`src/sv/tcw_pkg.sv`:
```
// Shared constants, codes and types of the text console writer.
`default_nettype none
package tcw_pkg;
   localparam int unsigned COLUMNS_DEFAULT = 80;
   localparam int unsigned ROWS_DEFAULT    = 25;

   localparam int unsigned OP_W     = 2;
   localparam int unsigned SYM_W    = 8;
   localparam int unsigned COLOR_W  = 8;
   localparam int unsigned INDEX_W  = 11;
   localparam int unsigned CURSOR_W = 11;
   localparam int unsigned CELL_W   = SYM_W + COLOR_W;

   localparam logic [SYM_W-1:0] CH_NEWLINE   = 8'd10;
   localparam logic [SYM_W-1:0] CH_BACKSPACE = 8'd8;
   localparam logic [SYM_W-1:0] CH_SPACE     = 8'd32;
   localparam logic [SYM_W-1:0] CH_BLANK     = 8'd0;

   localparam logic [COLOR_W-1:0] FILL_RESET = 8'd2;

   typedef enum logic [OP_W-1:0] {
      OP_PUT   = 2'd0,
      OP_CLEAR = 2'd1,
      OP_READ  = 2'd2
   } op_type;

   typedef enum logic [2:0] {
      ST_INIT,
      ST_IDLE,
      ST_EXEC,
      ST_DONE,
      ST_COPY,
      ST_FILL,
      ST_CLEAR
   } state_type;

   typedef enum logic [2:0] {
      CUR_HOLD,
      CUR_ADVANCE,
      CUR_BACK,
      CUR_NEWLINE,
      CUR_TO_LAST,
      CUR_HOME
   } cur_cmd_type;

   typedef struct packed {
      logic at_home;
      logic at_end;
      logic on_last_row;
   } cur_status_type;

   typedef struct packed {
      logic [OP_W-1:0]    operation;
      logic [SYM_W-1:0]   symbol;
      logic [COLOR_W-1:0] color;
      logic [INDEX_W-1:0] cell_index;
   } req_item_type;
endpackage
`default_nettype wire

```
`src/sv/tcw_cursor.sv`:
```
// Cursor register with its column and row-start trackers.
`default_nettype none
module tcw_cursor #(
   parameter int unsigned COLUMNS = tcw_pkg::COLUMNS_DEFAULT,
   parameter int unsigned ROWS    = tcw_pkg::ROWS_DEFAULT,
   localparam int unsigned TOTAL  = COLUMNS * ROWS,
   localparam int unsigned CUR_W  = $clog2(TOTAL + 1)
) (
   input  wire logic                   clock,
   input  wire logic                   reset,
   input  wire tcw_pkg::cur_cmd_type   cmd,
   output logic [CUR_W-1:0]            cursor,
   output logic [CUR_W-1:0]            cursor_next,
   output tcw_pkg::cur_status_type     status
);
   import tcw_pkg::*;

   localparam int unsigned LAST  = (ROWS - 1) * COLUMNS;
   localparam int unsigned COL_W = $clog2(COLUMNS);

   logic [CUR_W-1:0] cursor_ff, cursor_in;
   logic [CUR_W-1:0] base_ff, base_in;
   logic [COL_W-1:0] col_ff, col_in;

   always_ff @(posedge clock) begin
      if (reset) begin
         cursor_ff <= '0;
         base_ff   <= '0;
         col_ff    <= '0;
      end else begin
         cursor_ff <= cursor_in;
         base_ff   <= base_in;
         col_ff    <= col_in;
      end
   end

   always_comb begin
      cursor_in = cursor_ff;
      base_in   = base_ff;
      col_in    = col_ff;
      unique case (cmd)
         CUR_HOLD: begin
         end
         CUR_ADVANCE: begin
            cursor_in = cursor_ff + CUR_W'(1);
            if (col_ff == COL_W'(COLUMNS - 1)) begin
               col_in  = '0;
               base_in = base_ff + CUR_W'(COLUMNS);
            end else begin
               col_in = col_ff + COL_W'(1);
            end
         end
         CUR_BACK: begin
            cursor_in = cursor_ff - CUR_W'(1);
            if (col_ff == '0) begin
               col_in  = COL_W'(COLUMNS - 1);
               base_in = base_ff - CUR_W'(COLUMNS);
            end else begin
               col_in = col_ff - COL_W'(1);
            end
         end
         CUR_NEWLINE: begin
            cursor_in = base_ff + CUR_W'(COLUMNS);
            base_in   = base_ff + CUR_W'(COLUMNS);
            col_in    = '0;
         end
         CUR_TO_LAST: begin
            cursor_in = CUR_W'(LAST);
            base_in   = CUR_W'(LAST);
            col_in    = '0;
         end
         CUR_HOME: begin
            cursor_in = '0;
            base_in   = '0;
            col_in    = '0;
         end
         default: begin
         end
      endcase
   end

   assign cursor             = cursor_ff;
   assign cursor_next        = cursor_in;
   assign status.at_home     = (cursor_ff == '0);
   assign status.at_end      = (cursor_ff == CUR_W'(TOTAL));
   assign status.on_last_row = (cursor_ff >= CUR_W'(LAST));
endmodule
`default_nettype wire

```
`config.mk`:
```
export PLATFORM = sky130hd
export DESIGN_NAME = tcw_cursor
export DESIGN_NICKNAME = d
export VERILOG_FILES = /design/src/sv/tcw_pkg.sv /design/src/sv/tcw_cursor.sv
export SDC_FILE = /design/constraint.sdc
export NUM_CORES = 1
export LEC_CHECK = 0
export ABC_AREA = 1
export BUFFER_PORTS_ARGS = -buffer_cell sky130_fd_sc_hd__buf_4
export CORE_MARGIN = 2
export CORE_UTILIZATION = 29
export CTS_CLUSTER_DIAMETER = 150
export DETAILED_ROUTE_END_ITERATION = 8
export PLACE_DENSITY = 0.47
export SETUP_SLACK_MARGIN = 0.05
export SYNTH_ARGS = -nofsm -noshare
export SYNTH_HDL_FRONTEND = slang
export SYNTH_SLANG_ARGS = --single-unit
```
`constraint.sdc`:
```
create_clock -name clock -period 4 [get_ports clock]
set_input_delay 0 -clock clock [delete_from_list [all_inputs] [get_ports clock]]
set_output_delay 0 -clock clock [all_outputs]
set_load 0.01 [all_outputs]
```
; Word level (Yosys, flattened, before mapping)
; Index checks and enable logic that the tools add are counted.
[totals]
regBits = 29
latchBits = 0
ram_bits = 0
romBits = 0
inputBits = 5
out_inout_bits = 25
elab_cells = 32
n_memories = 0
[classes]
add_sub_neg = 6
multipliers = 0
n_div = 0
magnitude_cmp = 1
n_eq_ne = 9
shift = 0
muxes = 7
bitwise_logic = 0
n_reduce_logical = 6
[op_table]
columns = op, count
row1 = case mux 11 bit (5 select lines), 2
row2 = two-way mux 11 bit, 2
row3 = case mux 7 bit (3 select lines), 1
row4 = two-way mux 7 bit, 2
row5 = adder 11 x 1 -> 11 bit (second input constant), 1
row6 = adder 11 x 7 -> 11 bit (second input constant), 1
row7 = == test 11 bit (second input constant), 1
row8 = greater-or-equal comparator 11 bit (second input constant), 1
row9 = logical NOT 11 bit, 1
row10 = subtractor 11 x 1 -> 11 bit (second input constant), 1
row11 = subtractor 11 x 7 -> 11 bit (second input constant), 1
row12 = adder 7 x 1 -> 7 bit (second input constant), 1
row13 = == test 7 bit (second input constant), 1
row14 = logical NOT 7 bit, 1
row15 = subtractor 7 x 1 -> 7 bit (second input constant), 1
row16 = == test 3 x 2 -> 1 bit (second input constant), 2
row17 = == test 3 bit (second input constant), 2
row18 = nonzero test 5 bit, 1
row19 = != test 2 bit (second input constant), 2
row20 = == test 3 x 1 -> 1 bit (second input constant), 1
row21 = AND reduction 3 bit, 1
row22 = nonzero test 3 bit, 1
row23 = OR reduction 3 bit, 1

; Longest topological paths before layout
; Gate-level depths: netlist of run 1.
[depth]
ltp_word = 3
depth_mapped = 15
depth_no_buf = 15

; Worst setup path before layout of run 1
; Ideal clock, no wire load.
[synth_timing]
path_kind = register to register
start = register cursor_ff[0], in the netlist cursor[0]
end = register cursor_ff[8], in the netlist cursor[8]
setup_ps = 128
arrival_ps = 1555
required_time_ps = 3872
setup_slack_ps = 2318
path_stages_with_launch = 13
path_buffers = 0
period_less_slack_ps = 1682
path_cell_list = dfxtp_1 -> inv_1 -> fa_1 -> inv_1 -> nand3_1 -> nand3_1 -> nand2_1 -> nand2_1 -> nand2_1 -> nand3_1 -> nand2_1 -> nand2_1 -> nor2_1
[synth_via]
elab_chain_cells = 2
elab_cells_between_ends = 3
classes_between = add/sub: 2 / mux: 1
[synth_lines]
columns = element, line_no
row1 = "start, declared", tcw_cursor.sv:21  ; logic [CUR_W-1:0] cursor_ff, cursor_in;
row2 = "start signal, assigned", tcw_cursor.sv:31  ; cursor_ff <= cursor_in;
row3 = subtractor 11 x 1 -> 11 bit / adder 11 x 1 -> 11 bit (equally long branches), "tcw_cursor.sv:54, tcw_cursor.sv:45"
row4 = case mux 11 bit (5 select lines) *, tcw_cursor.sv:41  ; unique case (cmd)
; Every way passes the cells marked *; elsewhere a longest branch is shown, timed or not.
; A chain may end at the register's enable or synchronous reset.

; Worst setup path after layout of run 1
[layout_timing]
start = register cursor_ff[0], in the netlist cursor[0]
end = output cursor_next[8]
[layout_via]
elab_chain_cells = 2
elab_cells_between_ends = 3
classes_between = add/sub: 2 / mux: 1
[layout_lines]
columns = element, line_no
row1 = subtractor 11 x 1 -> 11 bit / adder 11 x 1 -> 11 bit (equally long branches), "tcw_cursor.sv:54, tcw_cursor.sv:45"
row2 = case mux 11 bit (5 select lines) *, tcw_cursor.sv:41
row3 = "end, declared", tcw_cursor.sv:13  ; output logic [CUR_W-1:0] cursor_next,
; Marks and branches as above.

==> flow_summary.toml, run 1 <==
[outcome]
status = "finished, final reports clean"

[synthesis]
synthXorXnorAreaFrac = 0.0267
synth-seq-cells = 25
synth_top_family_by_area = "simple AND/OR/NAND/NOR gates"
ys_seq_area_frac = 0.218
synth_cells = 382
synth-compound-area-share = 0.134
ys_top_cells_by_area = "dfxtp_1, nand2_1, inv_1"
synthAdderAreaFrac = 0.0850
synth_area_sq_mm = 0.00230
synth_edf_count = 0
syn_area_per_cell_sq_um = 6.01
synthTopCellsByCount = "nand2_1, inv_1, nand3_1"
synth_top_area_frac = 0.218
synthMostInstantiatedCell = "nand2_1"
yosysWarnings = 0
synthFlopType = "dfxtp_1"
async_reset_ff_frac = 0
synth_top_area_cell = "dfxtp_1"
yosys.area_share.simple = 0.429
syn_nets = 402
synthDistinctLibCells = 37
muxShareOfSynthArea = 0

[sta]
max-slew-margin-rel = 0.613
drv_slew = 0
rsz0062_at_grt = "false"
setup_viol = 0
worstMarginPinSlew_ps = 576
timing.final.ws_setup_ps = 1870
fmax_ghz = 0.470
hold_violations = 0
clock_skew_ps = 9.09
tns_ps = 0
period_minus_slack_ps = 2130
post-route-period-util = 0.532
holdWs_ps = 49.4

[clocking]
root_buffer = "clkbuf_8"
ctsHtreeMaxLevel = 1
cts_tree = "built"
ctsHoldBuffers = 0
cts_buffer_depth = 2
insertion_delay_ps = 280
cts_setup_buffers = 0
cts_num_sinks = 25
cts_resized = 0
clk_pin_slew_worst_paths_ps = 100
cts_made_buffers = 3

[floorplanning]
fp.coreArea_sq_mm = 0.00769
initial_utilization = 0.299
die_h_microns = 93
rows = 32
die_area_sq_mm = 0.00865
die_width_microns = 93
io_pins = 30

[grt]
antenna_found_initial = 0
grt_pass1_wl_mm = 10.6
grt_usage = 0.151
overflow = 0
first_global_vias = 2249
grt_start_max_net_pins = 17

[hold_path]
hold_class = "in -> reg"
hold_depth = 2

[routing]
first_pass_iters = 4
antenna_left = 0
vias = 2439
drc = 0
wl_per_cell_microns = 12.1
drt-total-wl_mm = 6.24
viasPerCell = 4.75
drt_iter0_markers = 69

[setup_path]
crit_path_start_kind = "flip-flop"
arrival_ps = 2130
required_ps = 4000
critPathMaxStageDelay_ps = 440
crit_chain = "inv_1 -> fa_1 -> inv_1 -> nand3_1 -> nand3_1 -> nand2_1 -> nand2_1 -> nand2_1 -> nand3_1 -> nand2_1 -> nand2_1 -> inv_1 -> buf_4"
crit_type = "reg -> out"
cp_slowest_cell = "dfxtp_1"
worst_setup_path_end_kind = "output port"
crit_path_max_fanout = 6
crit_top_cell = "nand2_1"
worstRegToRegCells = 12

[place]
finalWeightedCongestion = 0.814
pre_cts_slack_ps = 1970
dp_hpwl_mm = 4.99
place_area_sq_mm = 0.00263
io_buffers = 29

[cells_and_area]
n_antenna_cell = 0
fill_cells = 893
final_area_sq_mm = 0.00267
multiInputGateArea_sq_mm = 0.00155
drive_above_1_share = 0.143
area_growth_syn_to_layout_pct = 16.3
fin_nets = 433
regArea_sq_um = 500

[flow_run]
drv_cap = 0

[power]
powerDensity_mw_per_mm2 = 283
ir_drop_v = 0.000118
p_leak_nw = 1.37
total_power_uw = 755
cell usage in the layout (no fill, tap or decap):
cell and instances:
nand2_1 114, o21bai_1 1, nor3_4 1, clkbuf_1 1, nand2_2 4, xnor2_1 1, xor2_1 6, inv_1 55
nor2_2 3, nor3_1 5, o211ai_1 1, a32oi_1 1, nor2_1 28, nand3_2 2, nor4_1 4, clkbuf_8 3
fa_1 1, nand3_1 33, o21ai_0 19, nand3_4 1, or2_0 1, nand3b_1 3, a211oi_1 1, dfxtp_1 25
a21oi_2 1, nor2_4 1, o21ai_1 3, a21oi_1 24, o22ai_1 1, ha_1 14, or2_2 5, inv_2 7
buf_4 29, a31oi_1 5, nor3_2 1, nor2_8 1, nand4_1 6
path summary, 6_finish.rpt:
| check | to | slack (ps) | startpoint |
|---|---|---|---|
| hold reg to reg | base_ff[10]$_SDFFE_PP0P_ | 490 | base_ff[10]$_SDFFE_PP0P_ |
| setup / recovery | cursor_next[8] | 1870 | cursor[0]$_SDFF_PP0_ |
| hold / removal | cursor[2]$_SDFF_PP0_ | 50 | reset |
| setup reg to reg | cursor[8]$_SDFF_PP0_ | 2170 | cursor[0]$_SDFF_PP0_ |
per-stage QoR:
stage          instances  utilization
2_1_floorplan        382            -
3_3_place_gp         510        0.342
3_5_place_dp         510        0.342
4_1_cts              514        0.348
5_1_grt              514        0.348
6_report             514        0.348
state kept, by name (all words and copies together) (netlist names):
register  cells
col_ff        7
cursor       11
base_ff       7
power breakdown:
part / leakage [nW] / internal (mW) / total, mW / switching, mW
Clock: 0.0228 / 0.0715 / 0.158 / 0.0870
Sequential: 0.206 / 0.272 / 0.303 / 0.0311
Combinational: 1.14 / 0.114 / 0.293 / 0.179
worst max-delay path, delay by kind of cell (launching register included):
family / cells / cell delay [ps]
and+or+nand+nor: 8 / 600
DFF: 1 / 440
buffers and inverters: 4 / 410
adders and majority gates: 1 / 410
layout make-up:
cell class | instances | share of cell area
Inverter | 62 | 0.0871
Sequential cell | 25 | 0.187
Multi-Input combinational cell | 292 | 0.580
Tap cell | 102 | 0.0478
Clock buffer | 4 | 0.0169
Timing Repair Buffer | 29 | 0.0815
routing by layer:
| layer | vias to the layer above | GRT usage | share of wire |
|---|---|---|---|
| met1 | 1097 | 0.197 | 0.48 |
| met5 | - | 0 | 0 |
| met3 | 0 | 0.0145 | 0.036 |
| met2 | 44 | 0.273 | 0.49 |
| li1 | 1298 | - | - |
| met4 | 0 | 0.0257 | 0 |
kinds of logic (layout without fill, tap and decap cells):
family | Yosys count | count (layout)
compound gates | 57 | 57
xor+xnor | 7 | 7
fa+ha+maj | 15 | 15
flops | 25 | 25
buf+inv | 65 | 95
simple gates | 213 | 213
(Power assumes the default switching activity.)
==> run 2, diff against run 1 <==
- ABC_AREA: 1 -> 0
- PLACE_DENSITY: 0.47 -> 0.48
- clock period: 4 -> 1.7 ns (I/O delays scaled with it)
==> run 2 against run 1 <==
- the flow now finishes with violations (setup timing)
- clock power rose to 2.5 times the previous value
- total power rose to 3.0 times the previous value
- final area up 50%
- hold slack improved by 21 ps
- global-route usage up 4.2 points
- synthesized cell count decreased by 19%
- clock skew grew 3.4 ps
- sequential power grew 130%
- critical endpoint is now cursor_next[10]
==> flow_summary.toml, run 2 <==
[outcome]
status = "finished with violations"
violations = "setup timing"

[clocking]
cts_num_sinks = 25
cts_tree = "built"
cts_buffer_depth = 2
insertion_delay_ps = 280
clk_pin_slew_worst_paths_ps = 110
root_buffer = "clkbuf_8"
cts_made_buffers = 3
ctsHtreeMaxLevel = 1
ctsHoldBuffers = 0

[place]
pre_cts_slack_ps = -525
place_area_sq_mm = 0.00338
placed_cells = 510
finalWeightedCongestion = 0.870
dp_hpwl_mm = 6.04
io_buffers = 29

[synthesis]
syn_area_per_cell_sq_um = 7.49
synth_area_sq_mm = 0.00233
synth_top_area_cell = "dfxtp_1"
synthMostInstantiatedCell = "nor2_1"
async_reset_ff_frac = 0
ys_top_cells_by_area = "dfxtp_1, ha_1, a21oi_1"
synth_edf_count = 0
synthTopCellsByCount = "nor2_1, a21oi_1, nand2_1"
ys_seq_area_frac = 0.215
synth_top_area_frac = 0.215
syn_nets = 331
synthDistinctLibCells = 64
synth-seq-cells = 25
synthFlopType = "dfxtp_1"
yosysWarnings = 0
synth_cells = 311

[flow_run]
drv_cap = 0

[sta]
fmax_ghz = 0.456
setup_viol = 25
clock_skew_ps = 12.5
hold_violations = 0
post-route-period-util = 1.29
drv_slew = 0
period_minus_slack_ps = 2190
timing.final.ws_setup_ps = -494
tns_ps = -4830
holdWs_ps = 70.3
rsz0062_at_grt = "true"
worstMarginPinSlew_ps = 485
max-slew-margin-rel = 0.676

[floorplanning]
fp.coreArea_sq_mm = 0.00777
die_area_sq_mm = 0.00876
io_pins = 30
initial_utilization = 0.300
die_width_microns = 93.6
die_h_microns = 93.6
rows = 32

[setup_path]
rrSetupSlack_ps = -300
crit_path_max_fanout = 4
crit_path_start_kind = "flip-flop"
arrival_ps = 2190
worst_setup_path_end_kind = "output port"
cp_slowest_cell = "dfxtp_4"
crit_type = "reg -> out"
crit_chain = "inv_4 -> fa_2 -> nand2b_4 -> a21oi_4 -> o21ai_4 -> mux2i_2 -> o21a_1 -> nor3_2 -> buf_4"
critPathMaxStageDelay_ps = 400
required_ps = 1700
crit_cells = 9
worstRegToRegCells = 8
r2r-end = "cursor[10]$_SDFF_PP0_"
critPathBufInv = 2
cp_top_family = "compound AO/OA/AOI/OAI gates"
rr_startpoint = "cursor[5]$_SDFF_PP0_"

[cells_and_area]
final_common_cell = "buf_4"
largest_reg_flops = 11
final_area_sq_mm = 0.00402
drive_above_1_share = 0.538
area_growth_syn_to_layout_pct = 72.7
fill_cells = 751
fin_nets = 460
n_antenna_cell = 0
layout_common_cells = "buf_4, nor2_1, nand2_1"
fin_cells = 541

[power]
p_leak_nw = 1.72
powerDensity_mw_per_mm2 = 569
ir_drop_v = 0.000349

[routing]
first_pass_iters = 4
viasPerCell = 5.16
drt_iter0_markers = 134
wl_per_cell_microns = 15.9
drc = 0
antenna_left = 0
vias = 2791
drt-total-wl_mm = 8.59

[grt]
grt_start_max_net_pins = 20
overflow = 0
grt_usage = 0.193
first_global_vias = 2716
grt_pass1_wl_mm = 13.6
antenna_found_initial = 0

[hold_path]
hold_depth = 2
hold_class = "in -> reg"
min_from = "reset"
min_to = "col_ff[0]$_SDFFE_PP0P_"
## run 2: what timing repair did
item / in CTS / in global routing
setup endpoints to repair: 25 / 32
gates resized for setup: 49 / 42
cloned: 1 / 0
buffers inserted: 16 / 11
pin swaps: 44 / 36
## run 2: metal layers
layer	global-route usage	up-vias	share of wire
met3	0.0250	4	0.030
met4	0.0338	0	0.0073
li1	-	1405	-
met5	0	-	0
met1	0.263	1340	0.48
met2	0.329	42	0.49
## run 2: worst max path at each step
stage,from,end,slack (ps)
floorplan,cmd[1],cursor[8]$_SDFF_PP0_,-370
global placement,cmd[2],cursor_next[9],-500
detailed placement,cmd[2],cursor_next[7],-520
CTS,cursor[0]$_SDFF_PP0_,cursor_next[10],-460
global route,cursor[1]$_SDFF_PP0_,cursor_next[5],-600
finish,cursor[1]$_SDFF_PP0_,cursor_next[10],-490
## run 2: power breakdown
part / internal, mW / total, mW / switching (mW) / leakage (nW)
clock network: 0.169 / 0.398 / 0.229 / 0.0228
logic: 0.621 / 1.20 / 0.583 / 1.49
registers: 0.632 / 0.687 / 0.0546 / 0.211
total: 1.42 / 2.29 / 0.866 / 1.72
## run 2: metrics by stage
| step | power, mW | util |
|---|---|---|
| 4_1_cts | 2.18 | 0.485 |
| 5_1_grt | 2.43 | 0.518 |
| 3_5_place_dp | 1.64 | 0.435 |
| 6_report | 2.29 | 0.518 |
| 3_3_place_gp | 1.64 | 0.435 |
| 2_1_floorplan | 1.22 | - |
## run 2: kinds of logic after synthesis
| kind of cell | after synthesis | share of synthesized area |
|---|---|---|
| compound gates | 106 | 0.308 |
| xor+xnor | 10 | 0.0376 |
| simple gates | 120 | 0.276 |
| flops | 25 | 0.215 |
| fa+ha+maj | 15 | 0.0838 |
| buf+inv | 31 | 0.0629 |
| mux | 4 | 0.0172 |
## run 2: area by class of cell
cell class / count / area (sq um) / area share
multi-input cells: 256 / 2120 / 0.528
repair buffers: 137 / 1120 / 0.278
flip-flops and latches: 25 / 526 / 0.131
well taps: 102 / 128 / 0.0317
inverters: 17 / 83.8 / 0.0208
clock buffers: 4 / 45.0 / 0.0112
